## src/hdl/hed_pkg.sv

```systemverilog
// Package for the character reference decoder: types, constants and window sizes.
package hed_pkg;

    // Bytes examined per window and the width of a count up to that size.
    localparam int WINDOW_BYTES = 12;
    localparam int CNT_W        = $clog2(WINDOW_BYTES + 1);
    localparam int POS_W        = $clog2(WINDOW_BYTES);
    // The input fields carry twelve bytes; wider windows read zero bytes above.
    localparam int FIELD_BYTES  = 12;
    localparam int PAD_BYTES    = 16;

    // Character codes used by the decoder.
    localparam logic [7:0] CH_AMP   = 8'h26;
    localparam logic [7:0] CH_SEMI  = 8'h3B;
    localparam logic [7:0] CH_HASH  = 8'h23;
    localparam logic [7:0] CH_LT    = 8'h3C;
    localparam logic [7:0] CH_GT    = 8'h3E;
    localparam logic [7:0] CH_QUOTE = 8'h22;
    localparam logic [7:0] CH_SPACE = 8'h20;
    localparam logic [7:0] CH_QMARK = 8'h3F;
    localparam logic [7:0] CH_ZERO  = 8'h30;
    localparam logic [7:0] CH_NINE  = 8'h39;
    localparam logic [7:0] CH_A     = 8'h61;
    localparam logic [7:0] CH_B     = 8'h62;
    localparam logic [7:0] CH_G     = 8'h67;
    localparam logic [7:0] CH_L     = 8'h6C;
    localparam logic [7:0] CH_M     = 8'h6D;
    localparam logic [7:0] CH_N     = 8'h6E;
    localparam logic [7:0] CH_O     = 8'h6F;
    localparam logic [7:0] CH_P     = 8'h70;
    localparam logic [7:0] CH_Q     = 8'h71;
    localparam logic [7:0] CH_S     = 8'h73;
    localparam logic [7:0] CH_T     = 8'h74;
    localparam logic [7:0] CH_U     = 8'h75;

    // Printable range for decimal references and the radix.
    localparam logic [6:0] DEC_LO   = 7'd32;
    localparam logic [6:0] DEC_SAT  = 7'd127;
    localparam logic [3:0] DEC_RADIX = 4'd10;

    // One input window item.
    typedef struct packed {
        logic [63:0] window_head;
        logic [31:0] window_tail;
        logic [3:0]  valid_bytes;
    } t_win_item;

    // One decoded result item.
    typedef struct packed {
        logic [3:0] consumed;
        logic [7:0] decoded_char;
    } t_res_item;

endpackage

```

## src/hdl/hed_if.sv

```systemverilog
// Valid/ready channel interfaces for the window input and the result output.
interface hed_win_if;
    logic        valid;
    logic        ready;
    logic [63:0] window_head;
    logic [31:0] window_tail;
    logic [3:0]  valid_bytes;

    modport source (output valid, output window_head, output window_tail,
                    output valid_bytes, input ready);
    modport sink   (input valid, input window_head, input window_tail,
                    input valid_bytes, output ready);
endinterface

interface hed_res_if;
    logic       valid;
    logic       ready;
    logic [3:0] consumed;
    logic [7:0] decoded_char;

    modport source (output valid, output consumed, output decoded_char, input ready);
    modport sink   (input valid, input consumed, input decoded_char, output ready);
endinterface

```

## src/hdl/hed_decode.sv

```systemverilog
// Combinational decode of one window into a reference length and a byte.
module hed_decode (
    input  hed_pkg::t_win_item i_item,
    output hed_pkg::t_res_item o_res
);

    localparam int WB = hed_pkg::WINDOW_BYTES;

    logic [8*hed_pkg::PAD_BYTES-1:0] pad;
    logic [7:0]                      w [WB];
    logic [hed_pkg::CNT_W-1:0]       vb;
    logic                            semi_found;
    logic [hed_pkg::POS_W-1:0]       semi_pos;
    logic                            is_lt, is_gt, is_amp, is_quot, is_nbsp, is_dec;
    logic                            run;
    logic                            hi_nz;
    logic [3:0]                      d0, d1, d2;
    logic [9:0]                      val;
    logic [7:0]                      dec_char;

    // Unpack the window; bytes beyond the input fields read as zero.
    assign pad = {{(8*(hed_pkg::PAD_BYTES - hed_pkg::FIELD_BYTES)){1'b0}},
                  i_item.window_tail, i_item.window_head};

    always_comb begin
        for (int k = 0; k < WB; k++) begin
            w[k] = pad[8*k +: 8];
        end
    end

    // Clamp the valid count to the window size.
    always_comb begin
        if (hed_pkg::CNT_W'(i_item.valid_bytes) > hed_pkg::CNT_W'(WB)) begin
            vb = hed_pkg::CNT_W'(WB);
        end else begin
            vb = hed_pkg::CNT_W'(i_item.valid_bytes);
        end
    end

    // Find the first semicolon among the valid bytes after the ampersand.
    always_comb begin
        semi_found = 1'b0;
        semi_pos   = '0;
        for (int k = WB - 1; k >= 1; k--) begin
            if ((hed_pkg::CNT_W'(k) < vb) && (w[k] == hed_pkg::CH_SEMI)) begin
                semi_found = 1'b1;
                semi_pos   = hed_pkg::POS_W'(k);
            end
        end
    end

    // Named references, each with its semicolon right after the name.
    assign is_lt   = (semi_pos == hed_pkg::POS_W'(3)) && (w[1] == hed_pkg::CH_L) &&
                     (w[2] == hed_pkg::CH_T);
    assign is_gt   = (semi_pos == hed_pkg::POS_W'(3)) && (w[1] == hed_pkg::CH_G) &&
                     (w[2] == hed_pkg::CH_T);
    assign is_amp  = (semi_pos == hed_pkg::POS_W'(4)) && (w[1] == hed_pkg::CH_A) &&
                     (w[2] == hed_pkg::CH_M) && (w[3] == hed_pkg::CH_P);
    assign is_quot = (semi_pos == hed_pkg::POS_W'(5)) && (w[1] == hed_pkg::CH_Q) &&
                     (w[2] == hed_pkg::CH_U) && (w[3] == hed_pkg::CH_O) &&
                     (w[4] == hed_pkg::CH_T);
    assign is_nbsp = (semi_pos == hed_pkg::POS_W'(5)) && (w[1] == hed_pkg::CH_N) &&
                     (w[2] == hed_pkg::CH_B) && (w[3] == hed_pkg::CH_S) &&
                     (w[4] == hed_pkg::CH_P);
    assign is_dec  = (vb > hed_pkg::CNT_W'(3)) && (w[1] == hed_pkg::CH_HASH);

    // Keep the last three leading digits and note whether any earlier digit was
    // nonzero; such a digit puts the value at a thousand or more, far above the
    // printable range. The low nibble of an ASCII digit is its value.
    always_comb begin
        run   = 1'b1;
        hi_nz = 1'b0;
        d0    = '0;
        d1    = '0;
        d2    = '0;
        for (int k = 2; k < WB; k++) begin
            run = run && (hed_pkg::POS_W'(k) < semi_pos) &&
                  (w[k] >= hed_pkg::CH_ZERO) && (w[k] <= hed_pkg::CH_NINE);
            if (run) begin
                hi_nz = hi_nz || (d2 != 4'd0);
                d2    = d1;
                d1    = d0;
                d0    = w[k][3:0];
            end
        end
        val = (10'(d2) * 10'(hed_pkg::DEC_RADIX) + 10'(d1)) * 10'(hed_pkg::DEC_RADIX) +
              10'(d0);
        if (!hi_nz && (val >= 10'(hed_pkg::DEC_LO)) && (val < 10'(hed_pkg::DEC_SAT))) begin
            dec_char = val[7:0];
        end else begin
            dec_char = hed_pkg::CH_QMARK;
        end
    end

    // Pick the result; anything not recognized reports zero length.
    always_comb begin
        o_res = '0;
        if ((vb != '0) && (w[0] == hed_pkg::CH_AMP) && semi_found) begin
            if (is_lt) begin
                o_res.decoded_char = hed_pkg::CH_LT;
            end else if (is_gt) begin
                o_res.decoded_char = hed_pkg::CH_GT;
            end else if (is_amp) begin
                o_res.decoded_char = hed_pkg::CH_AMP;
            end else if (is_quot) begin
                o_res.decoded_char = hed_pkg::CH_QUOTE;
            end else if (is_nbsp) begin
                o_res.decoded_char = hed_pkg::CH_SPACE;
            end else if (is_dec) begin
                o_res.decoded_char = dec_char;
            end
            if (is_lt || is_gt || is_amp || is_quot || is_nbsp || is_dec) begin
                o_res.consumed = 4'(semi_pos + 1'b1);
            end
        end
    end

endmodule

```

## src/hdl/html_entity_decoder.sv

```systemverilog
// Top level of the character reference decoder: input and result registers.
//
// Usage: windows of text that start at an ampersand arrive on i_win, each item
// carrying twelve bytes and a count of how many are valid. Each window gives
// exactly one item on o_res: the reference length (0 when the window does not
// start a recognized reference) and the decoded byte.
//
// An accepted item sits in the input register, and the decode logic between the
// input register and the result register captures its result there when the result
// register advances. Throughput is one item per cycle while o_res.ready stays high,
// set by the single register-to-register decode path.
//
// Reset clears both stage valid flags; no item is in flight afterwards.
// When the receiver stalls, the result register holds its item and the input
// register can still take one more item, so i_win.ready falls only once both
// registers are full. Ready follows o_res.ready within the same cycle.
module html_entity_decoder (
    input  logic         i_clk,
    input  logic         i_rst_n,
    hed_win_if.sink      i_win,
    hed_res_if.source    o_res
);

    logic                r_in_valid;
    hed_pkg::t_win_item  r_in;
    logic                r_out_valid;
    hed_pkg::t_res_item  r_out;
    hed_pkg::t_res_item  n_out;
    logic                advance;

    // The result register moves when it is empty or being taken.
    assign advance     = !r_out_valid || o_res.ready;
    assign i_win.ready = !r_in_valid || advance;

    hed_decode u_decode (
        .i_item (r_in),
        .o_res  (n_out)
    );

    // Stage valid flags.
    always_ff @(posedge i_clk) begin
        if (!i_rst_n) begin
            r_in_valid  <= 1'b0;
            r_out_valid <= 1'b0;
        end else begin
            if (i_win.ready) begin
                r_in_valid <= i_win.valid;
            end
            if (advance) begin
                r_out_valid <= r_in_valid;
            end
        end
    end

    // Payload registers.
    always_ff @(posedge i_clk) begin
        if (i_win.ready && i_win.valid) begin
            r_in.window_head <= i_win.window_head;
            r_in.window_tail <= i_win.window_tail;
            r_in.valid_bytes <= i_win.valid_bytes;
        end
        if (advance && r_in_valid) begin
            r_out <= n_out;
        end
    end

    assign o_res.valid        = r_out_valid;
    assign o_res.consumed     = r_out.consumed;
    assign o_res.decoded_char = r_out.decoded_char;

endmodule

```

## src/flat_wrapper.sv

```systemverilog
// flat-port wrapper written by rule: the top's interface ports become plain ports
module html_entity_decoder_flat 
  (i_clk, i_rst_n, i_win_valid, i_win_window_head, i_win_window_tail, i_win_valid_bytes, i_win_ready, o_res_valid, o_res_consumed, o_res_decoded_char, o_res_ready);
  hed_win_if i_win_i ();
  hed_res_if o_res_i ();
  input  logic i_clk;
  input  logic i_rst_n;
  input wire logic [$bits(i_win_i.valid)-1:0] i_win_valid;
  input wire logic [$bits(i_win_i.window_head)-1:0] i_win_window_head;
  input wire logic [$bits(i_win_i.window_tail)-1:0] i_win_window_tail;
  input wire logic [$bits(i_win_i.valid_bytes)-1:0] i_win_valid_bytes;
  output wire logic [$bits(i_win_i.ready)-1:0] i_win_ready;
  output wire logic [$bits(o_res_i.valid)-1:0] o_res_valid;
  output wire logic [$bits(o_res_i.consumed)-1:0] o_res_consumed;
  output wire logic [$bits(o_res_i.decoded_char)-1:0] o_res_decoded_char;
  input wire logic [$bits(o_res_i.ready)-1:0] o_res_ready;
  assign i_win_i.valid = i_win_valid;
  assign i_win_i.window_head = i_win_window_head;
  assign i_win_i.window_tail = i_win_window_tail;
  assign i_win_i.valid_bytes = i_win_valid_bytes;
  assign i_win_ready = i_win_i.ready;
  assign o_res_valid = o_res_i.valid;
  assign o_res_consumed = o_res_i.consumed;
  assign o_res_decoded_char = o_res_i.decoded_char;
  assign o_res_i.ready = o_res_ready;
  html_entity_decoder u_core (.i_clk(i_clk), .i_rst_n(i_rst_n), .i_win(i_win_i), .o_res(o_res_i));
endmodule
```

## config.mk

```make
export PLATFORM = sky130hd
export DESIGN_NAME = html_entity_decoder_flat
export DESIGN_NICKNAME = d
export VERILOG_FILES = /design/src/hdl/hed_pkg.sv /design/src/hdl/hed_if.sv /design/src/hdl/hed_decode.sv /design/src/hdl/html_entity_decoder.sv /design/src/flat_wrapper.sv
export SDC_FILE = /design/constraint.sdc
export NUM_CORES = 1
export LEC_CHECK = 0
export ABC_AREA = 1
export BUFFER_PORTS_ARGS = -buffer_cell sky130_fd_sc_hd__clkbuf_2
export CAP_MARGIN = 20
export CORE_AREA = 2 2 127 129
export CTS_CLUSTER_DIAMETER = 100
export DETAILED_ROUTE_END_ITERATION = 7
export DIE_AREA = 0 0 129 131
export HOLD_SLACK_MARGIN = 0.12
export PLACE_DENSITY = 0.66
export SLEW_MARGIN = 40
export SYNTH_ARGS = -nofsm -noshare
export SYNTH_HDL_FRONTEND = slang
export SYNTH_SLANG_ARGS = --single-unit
```

## constraint.sdc

```tcl
create_clock -name i_clk -period 17.8 [get_ports i_clk]
set_input_delay 0.89 -clock i_clk [delete_from_list [all_inputs] [get_ports i_clk]]
set_output_delay 0.89 -clock i_clk [all_outputs]
set_load 0.01 [all_outputs]
```

==> metrics.csv, run 1 <==
metric;value;unit
Clock Latency Late Sink;0.41;ns
Pint;0.5731;mW
worst r2r dst;u_core.o_res.decoded_char[5];
Fmax;116.0;MHz
Hold Buf Count CTS;0;
Area Growth Syn to Fin;21.07;%
leakage power;3.846;nW
Period minus WS final;8.622;ns
worst hold path class;register to register;
final hold violations;0;
status;completed;
design area;8304;µm²
vias;5697;
Initial DRT Pass Iterations;6;
final wirelength;16600;µm
hold_sp;u_core.r_in_valid;
post-CTS setup buffers;0;
hold depth;2;
GRT overflow;0;
CTS Root Cell;clkbuf_16;
Fill cells;1429;
worst-path fanout max;12;
sequential fraction of design power;44.9;%
Avg Inst Size Synth;8.873;µm²
gate count after technology mapping;773;
total clock sinks;114;
Num CTS Buffers;17;
Starting DRT DRC Count;403;
die area;16900;µm²
final worst path period share;48.44;%
clock transition at the registers of the reported paths;0.05;ns
CTS tree;done;
CP max-delay cell;edfxtp_1;
Top delay family on crit path;compound AO/OA/AOI/OAI gates;
Worst VDD drop;0.06954;mV
# port buffers;117;
Nets;1030;
Slew Limit Headroom;46.97;%
Arr. time, crit path;8.78;ns
RR Startpoint;u_core.r_in[3];
final setup vio count;0;
kind of critical path;register to register;
unrepaired setup endpoints after global routing;false;
post-synth top area cell;edfxtp_1;
hold slack final;0.4956;ns
worst slew pin tran;0.7881;ns
drt wl/cell;14.69;µm
Synthesized Nets;902;
CP endpoint kind;register;
placed instance area;7680;µm²
share of cells above drive strength 1;21.12;%
H-tree levels;4;
area taken by multi-input logic gates;2920;µm²
first-pass GRT wire length;27460;µm
Clk pwr share;49.9;%
Synth Cell Area;6859;µm²
Cell Pwr Density;86.50;nW/µm²
# DRC;0;
Pins Over Slew Limit;0;
post-synthesis register bit count;114;
ranking of synthesized cells by area;edfxtp_1, nand2_1, inv_1;
Req. time, crit path;17.96;ns
antenna diode count;0;
setup TNS;0;ns
vias per cell;5.042;
reg2reg path depth;57;
Seq/Total Area, Yosys;49.62;%
DIE HEIGHT;131;µm
sw power;0.1453;mW
largest net degree at the start of global routing;84;
fin util;53.24;%
GRT Overall Usage;21.15;%
sequential cell area;3403;µm²
CTS resizes;0;
Clock Skew;0.005971;ns
WP buf/inv;12;
# rows;46;
yosys warns;0;
Cell variety after synth;58;
Die Width;129;µm
Yosys top cell area share;49.03;%
worst-case clock buffer depth;2;
cell count along the critical path;57;
Most Frequent Cell on Critical Path;nand2_1;
routability-driven placement congestion ratio;0.9730;
Reg2Reg Setup Slack;9.18;ns
remaining antenna violation count;0;
core area;15600;µm²
Comb pwr share;5.2;%
Max Cap Violations;0;
Top-Level Pins;118;
Initial Utilization;43.98;%
worst hold endpoint;u_core.o_res.valid;
initial antenna violation count;0;
vias in the first global route;5704;
switching share of power;20.22;%
DP HPWL;13080;µm
startpoint types;register;
CP max stage delay;0.52;ns
[metrics by stage]
step / setup slack [ns] / instances / total power, mW
5_1_grt: 7.960 / 1130 / 0.7429
4_1_cts: 9.225 / 1130 / 0.7239
3_5_place_dp: 9.273 / 1098 / 0.3650
2_1_floorplan: 10.52 / 773 / 0.3440
6_report: 9.178 / 1130 / 0.7184
3_3_place_gp: 9.607 / 1098 / 0.3643
[synth_stat cells, drive strengths merged]
cell,number
a211oi,2
a21boi,2
a21oi,30
a221oi,3
a22oi,2
a31o,1
a31oi,4
a32oi,1
and2,1
and3b,1
buf,8
clkbuf,1
conb,1
dfxtp,2
edfxtp,112
fa,3
ha,22
inv,129
nand2,171
nand3,68
nand4,11
nor2,79
nor2b,1
nor3,21
nor3b,2
nor4,10
o2111ai,3
o211ai,8
o21a,3
o21ai,40
o21bai,2
o221ai,5
o22ai,1
o311ai,1
o31a,1
o31ai,4
o41ai,1
or2,3
or4,1
xnor2,6
xor2,6
[worst min-delay path, delay by kind of cell, from the launching register on]
kind / cells / cell delay [ns]
compound gates: 1 / 0.07
buf+inv: 1 / 0.08
flops: 1 / 0.31
[routing by layer]
| metal | vias up | part of all wire [%] | global-route usage [%] |
|---|---|---|---|
| li1 | 2904 | - | - |
| met1 | 2554 | 43 | 26.52 |
| met2 | 202 | 46 | 34.17 |
| met3 | 37 | 6.4 | 4.642 |
| met4 | 0 | 4.3 | 11.83 |
| met5 | - | 0 | 0 |
[power by group through the flow]
stage               Sequential, mW  Combinational [mW]  Clock (mW)
detailed placement           0.328              0.0372           0
floorplan                    0.325              0.0193           0
global placement             0.328              0.0368           0
CTS                          0.323              0.0374       0.364
global route                 0.324              0.0423       0.376
finish                       0.323              0.0373       0.358
[logic make-up (layout without fill, tap and decap cells)]
family,Yosys count,in the layout,synth area share (%)
buffers and inverters,138,279,7.862
other,1,1,0.05467
DFF,114,114,49.62
xor gates and xnor gates,12,12,1.532
adders and majority gates,25,25,4.889
and+or+nand+nor,369,369,25.70
AOI/OAI and AO/OA,114,114,10.34
[worst max-delay path by stage]
stage,end,start,slack (ns)
after floorplan,u_core.o_res.decoded_char[5],u_core.r_in[3],10.52
after global placement,u_core.o_res.decoded_char[5],u_core.r_in[3],9.61
after detailed placement,u_core.o_res.decoded_char[5],u_core.r_in[3],9.27
after CTS,u_core.o_res.decoded_char[5],u_core.r_in[3],9.22
after global routing,u_core.o_res.decoded_char[5],u_core.r_in[3],7.96
final,u_core.o_res.decoded_char[5],u_core.r_in[3],9.18
[layout by cell type, fill, tap and decap left out, drive strengths merged, types with 21 or more instances in the layout]
master / instances
nor3: 21
inv: 129
ha: 22
nor2: 79
nand3: 68
edfxtp: 112
nand2: 171
clkbuf: 137
o21ai: 40
a21oi: 30
[registers in the layout, summed over array words and instances, names as in the netlist]
register                   cells
u_core.o_res.valid             1
u_core.o_res.decoded_char      8
u_core.o_res.consumed          4
u_core.r_in_valid              1
u_core.r_in                  100
[cell type report]
class                      count  area share, %
inverter                     129          5.891
multi-input combinational    521          35.17
clock inverter                12          2.260
timing repair buffer         118          7.187
tap                          216          3.254
sequential                   114          40.98
clock buffer                  20          5.258
Power figures use the tool's default switching activity.
==> run 2: changes to the inputs <==
Clock period 17.8 ns to 8.4 ns, I/O delays scaled along.
==> metrics.csv, run 2 (same netlist as run 1, synthesis figures left out) <==
metric;value;unit
status;completed;
RR Startpoint;u_core.r_in[3];
worst hold path class;input pin to register;
vias;5824;
GRT Overall Usage;20.74;%
setup TNS;0;ns
switching share of power;20.65;%
Worst VDD drop;0.1673;mV
Comb pwr share;5.7;%
# DRC;0;
Num CTS Buffers;17;
Clock Skew;0.005919;ns
Non-Filler Instances;1156;
CP max stage delay;0.48;ns
remaining antenna violation count;0;
first-pass GRT wire length;26820;µm
Clk pwr share;48.7;%
Period minus WS final;7.691;ns
Req. time, crit path;8.57;ns
most frequent cells in the layout;nand2_1, clkbuf_2, inv_1;
total clock sinks;114;
die area;16900;µm²
Fmax;130.0;MHz
CTS Root Cell;clkbuf_16;
CTS tree;done;
Cell Pwr Density;174.5;nW/µm²
# port buffers;117;
GRT overflow;0;
DIE HEIGHT;131;µm
antenna diode count;0;
final setup vio count;0;
drt wl/cell;14.57;µm
Area Growth Syn to Fin;24.86;%
startpoint types;register;
Top-Level Pins;118;
final worst path period share;91.56;%
placed cells;1104;
final hold violations;0;
Die Width;129;µm
worst-case clock buffer depth;2;
Most Frequent Cell on Critical Path;inv_1;
Arr. time, crit path;7.86;ns
H-tree levels;4;
worst slew pin tran;0.7183;ns
crit path launch;u_core.r_in[3];
vias in the first global route;5582;
core area;15600;µm²
clock transition at the registers of the reported paths;0.05;ns
Most flops, register;u_core.r_in;
largest net degree at the start of global routing;84;
vias per cell;5.038;
Clock Latency Late Sink;0.41;ns
Initial Utilization;43.98;%
initial antenna violation count;0;
final setup margin;0.7088;ns
kind of critical path;register to register;
CP endpoint kind;register;
sequential fraction of design power;45.6;%
DP HPWL;12970;µm
Starting DRT DRC Count;468;
Max Cap Violations;0;
final wirelength;16840;µm
max reg flops;100;
leakage power;3.970;nW
dpl ws;0.003430;ns
worst-path fanout max;14;
commonest non-fill, non-tap cell in the layout;nand2_1;
share of cells above drive strength 1;24.79;%
# rows;46;
sw power;0.3086;mW
Pins Over Slew Limit;0;
hold_sp;i_win_window_head[53];
CP max-delay cell;edfxtp_1;
Hold Buf Count CTS;0;
routability-driven placement congestion ratio;0.9646;
Slew Limit Headroom;52.11;%
Nets;1056;
Initial DRT Pass Iterations;5;
Pint;1.186;mW
[run 2: cell types whose count changed in the layout (fill, tap and decap cells not counted), sizes merged]
| cell | change |
|---|---|
| clkinvlp | +1 |
| buf | +26 |
| bufinv | -1 |
[run 2: power groups by stage]
stage          clock network (mW)  logic, mW  registers (mW)
2_1_floorplan                   0     0.0409           0.688
3_3_place_gp                    0     0.0810           0.692
3_5_place_dp                    0     0.0817           0.692
4_1_cts                     0.742     0.0824           0.681
5_1_grt                     0.769     0.0955           0.685
6_report                    0.728     0.0847           0.682
[run 2: metrics by stage]
stage          power (mW)  hold slack [ns]  cell area, µm²  utilization (%)
2_1_floorplan      0.7290           0.4477            6859                -
3_3_place_gp       0.7734           0.4591            7717            49.48
3_5_place_dp       0.7739           0.4906            7725            49.53
4_1_cts             1.505           0.1648            8332            53.42
5_1_grt             1.549           0.1612            8564            54.91
6_report            1.494           0.1795            8564            54.91
[run 2: layout make-up]
cell class	count	area, µm²
Clock buffer	20	436.7
Clock inverter	12	163.9
Fill cell	1421	7033
Inverter	129	494.2
Multi-Input combinational cell	521	3000
Sequential cell	114	3403
Tap cell	216	270.3
Timing Repair Buffer	144	795.8
[run 2: critical path, delay by kind of cell (launching register included)]
family | cells | cell delay, ns
flops | 1 | 0.48
buf+inv | 13 | 0.89
xor+xnor | 2 | 0.32
simple gates | 23 | 2.63
compound gates | 13 | 1.86
fa+ha+maj | 5 | 1.27
[run 2: final timing paths]
path | end | slack [ns] | cells past startpoint
worst min register to register | u_core.o_res.valid | 0.50 | 2
worst min-delay path | u_core.r_in[89] | 0.18 | 1
worst max-delay path | u_core.o_res.decoded_char[5] | 0.71 | 56
worst max register to register | u_core.o_res.decoded_char[5] | 0.71 | 56
[run 2: timing repair]
action,4_1_cts,5_1_grt
buffers inserted,0,20
pin swaps,0,8
endpoints found under the setup margin,2,7
gates resized for setup,1,23
hold endpoints to repair,0,0
[run 2: routing by layer]
layer | routed length (µm) | vias up | track usage, %
met2 | 8257 | 194 | 34.70
li1 | - | 2960 | -
met5 | 0 | - | 0
met3 | 1103 | 23 | 4.112
met1 | 7021 | 2647 | 26.27
met4 | 456 | 0 | 9.207
==> run 3: changes to the inputs <==
Settings changed: CAP_MARGIN 20 to 40, SETUP_SLACK_MARGIN from default to 0.2.
Clock period 8.4 ns to 7.7 ns, I/O delays scaled along.
==> metrics.csv, run 3 (same netlist as run 1, synthesis figures left out) <==
metric;value;unit
Period minus WS final;7.439;ns
worst-case clock buffer depth;2;
CTS tree;done;
Nets;1150;
final setup margin;0.2606;ns
fin util;61.39;%
max reg flops;100;
Clock Skew;0.007331;ns
vias per cell;5.095;
Most Frequent Cell on Critical Path;buf_4;
vias in the first global route;5953;
commonest non-fill, non-tap cell in the layout;nand2_1;
final setup vio count;0;
Hold Buf Count CTS;0;
H-tree levels;4;
Num CTS Buffers;17;
Cell Pwr Density;163.6;nW/µm²
Arr. time, crit path;7.60;ns
# port buffers;117;
dpl ws;-0.2167;ns
CP max stage delay;0.42;ns
Slew Limit Headroom;54.57;%
initial antenna violation count;0;
# rows;46;
Starting DRT DRC Count;588;
core area;15600;µm²
Max Cap Violations;0;
DP HPWL;13690;µm
Top-Level Pins;118;
Pins Over Slew Limit;0;
vias;6369;
GRT overflow;0;
sequential cell area;3403;µm²
Die Width;129;µm
area taken by multi-input logic gates;3309;µm²
final hold violations;0;
clock transition at the registers of the reported paths;0.05;ns
kind of critical path;register to register;
remaining antenna violation count;0;
Most flops, register;u_core.r_in;
unrepaired setup endpoints after global routing;true;
final wirelength;19210;µm
Initial Utilization;43.98;%
# DRC;0;
worst hold path class;input pin to register;
CP max-delay cell;edfxtp_1;
most frequent cells in the layout;nand2_1, clkbuf_2, edfxtp_1;
first-pass GRT wire length;29390;µm
startpoint types;register;
leakage power;4.452;nW
GRT Overall Usage;23.06;%
DIE HEIGHT;131;µm
worst slew pin tran;0.6753;ns
Clock Latency Late Sink;0.41;ns
CP endpoint kind;register;
Req. time, crit path;7.87;ns
Fmax;134.4;MHz
largest net degree at the start of global routing;77;
CTS Root Cell;clkbuf_16;
Area Growth Syn to Fin;39.60;%
status;completed;
Worst VDD drop;0.1671;mV
Fill cells;1321;
worst-path fanout max;4;
die area;16900;µm²
Initial DRT Pass Iterations;8;
final worst path period share;96.62;%
antenna diode count;0;
total clock sinks;114;
drt wl/cell;15.36;µm
share of cells above drive strength 1;37.04;%
routability-driven placement congestion ratio;0.9760;
-- run 3: path summary, 6_finish.rpt --
check | start | to | slack [ns] | cells after the start
setup / recovery | u_core.r_in[3] | u_core.o_res.decoded_char[5] | 0.26 | 57
hold reg to reg | u_core.r_in_valid | u_core.o_res.valid | 0.49 | 2
hold / removal | i_win_window_head[39] | u_core.r_in[75] | 0.14 | 1
setup reg to reg | u_core.r_in[3] | u_core.o_res.decoded_char[5] | 0.26 | 57
-- run 3: power by group --
group          internal, mW  switching [mW]
sequential            0.722          0.0186
clock                 0.441           0.278
combinational        0.0437          0.0631
total                  1.21           0.360
-- run 3: worst max-delay path: cells and delay by family (launching register included) --
family                   cells  cell delay (ns)
AND/OR/NAND/NOR              7             0.72
adder cells (fa/ha/maj)      1             0.16
flip-flops                   1             0.42
buffers and inverters       42             4.92
AO/OA/AOI/OAI                7             0.95
-- run 3: layer usage --
layer / GRT usage [%] / up-vias / share of wire, %
li1: - / 3142 / -
met1: 28.43 / 2898 / 42
met2: 38.41 / 270 / 49
met3: 4.764 / 59 / 5.9
met4: 12.21 / 0 / 3.7
met5: 0 / - / 0
-- run 3: metrics by stage --
| stage | area (µm²) | hold WS, ns | TNS [ns] | cells | power, mW |
|---|---|---|---|---|---|
| 3_3_place_gp | 7883 | 0.4588 | -0.3220 | 1126 | 0.8473 |
| 6_report | 9575 | 0.1423 | 0 | 1250 | 1.566 |
| 2_1_floorplan | 6859 | 0.4477 | 0 | 773 | 0.7953 |
| 4_1_cts | 9002 | 0.1231 | 0 | 1222 | 1.575 |
| 3_5_place_dp | 7890 | 0.4866 | -1.086 | 1126 | 0.8490 |
| 5_1_grt | 9575 | 0.1213 | -0.6232 | 1250 | 1.627 |
-- run 3: timing repair --
item | CTS | global route
setup endpoints to repair | 7 | 11
buffers inserted | 64 | 28
pin swaps | 20 | 48
resized for setup | 22 | 94
-- run 3: area by class of cell --
type	instances	area share, %
well taps	216	2.822
inverters	129	5.344
multi-input cells	521	34.56
repair buffers	238	16.03
clock inverters	13	1.176
clock buffers	19	4.521
flip-flops and latches	114	35.54
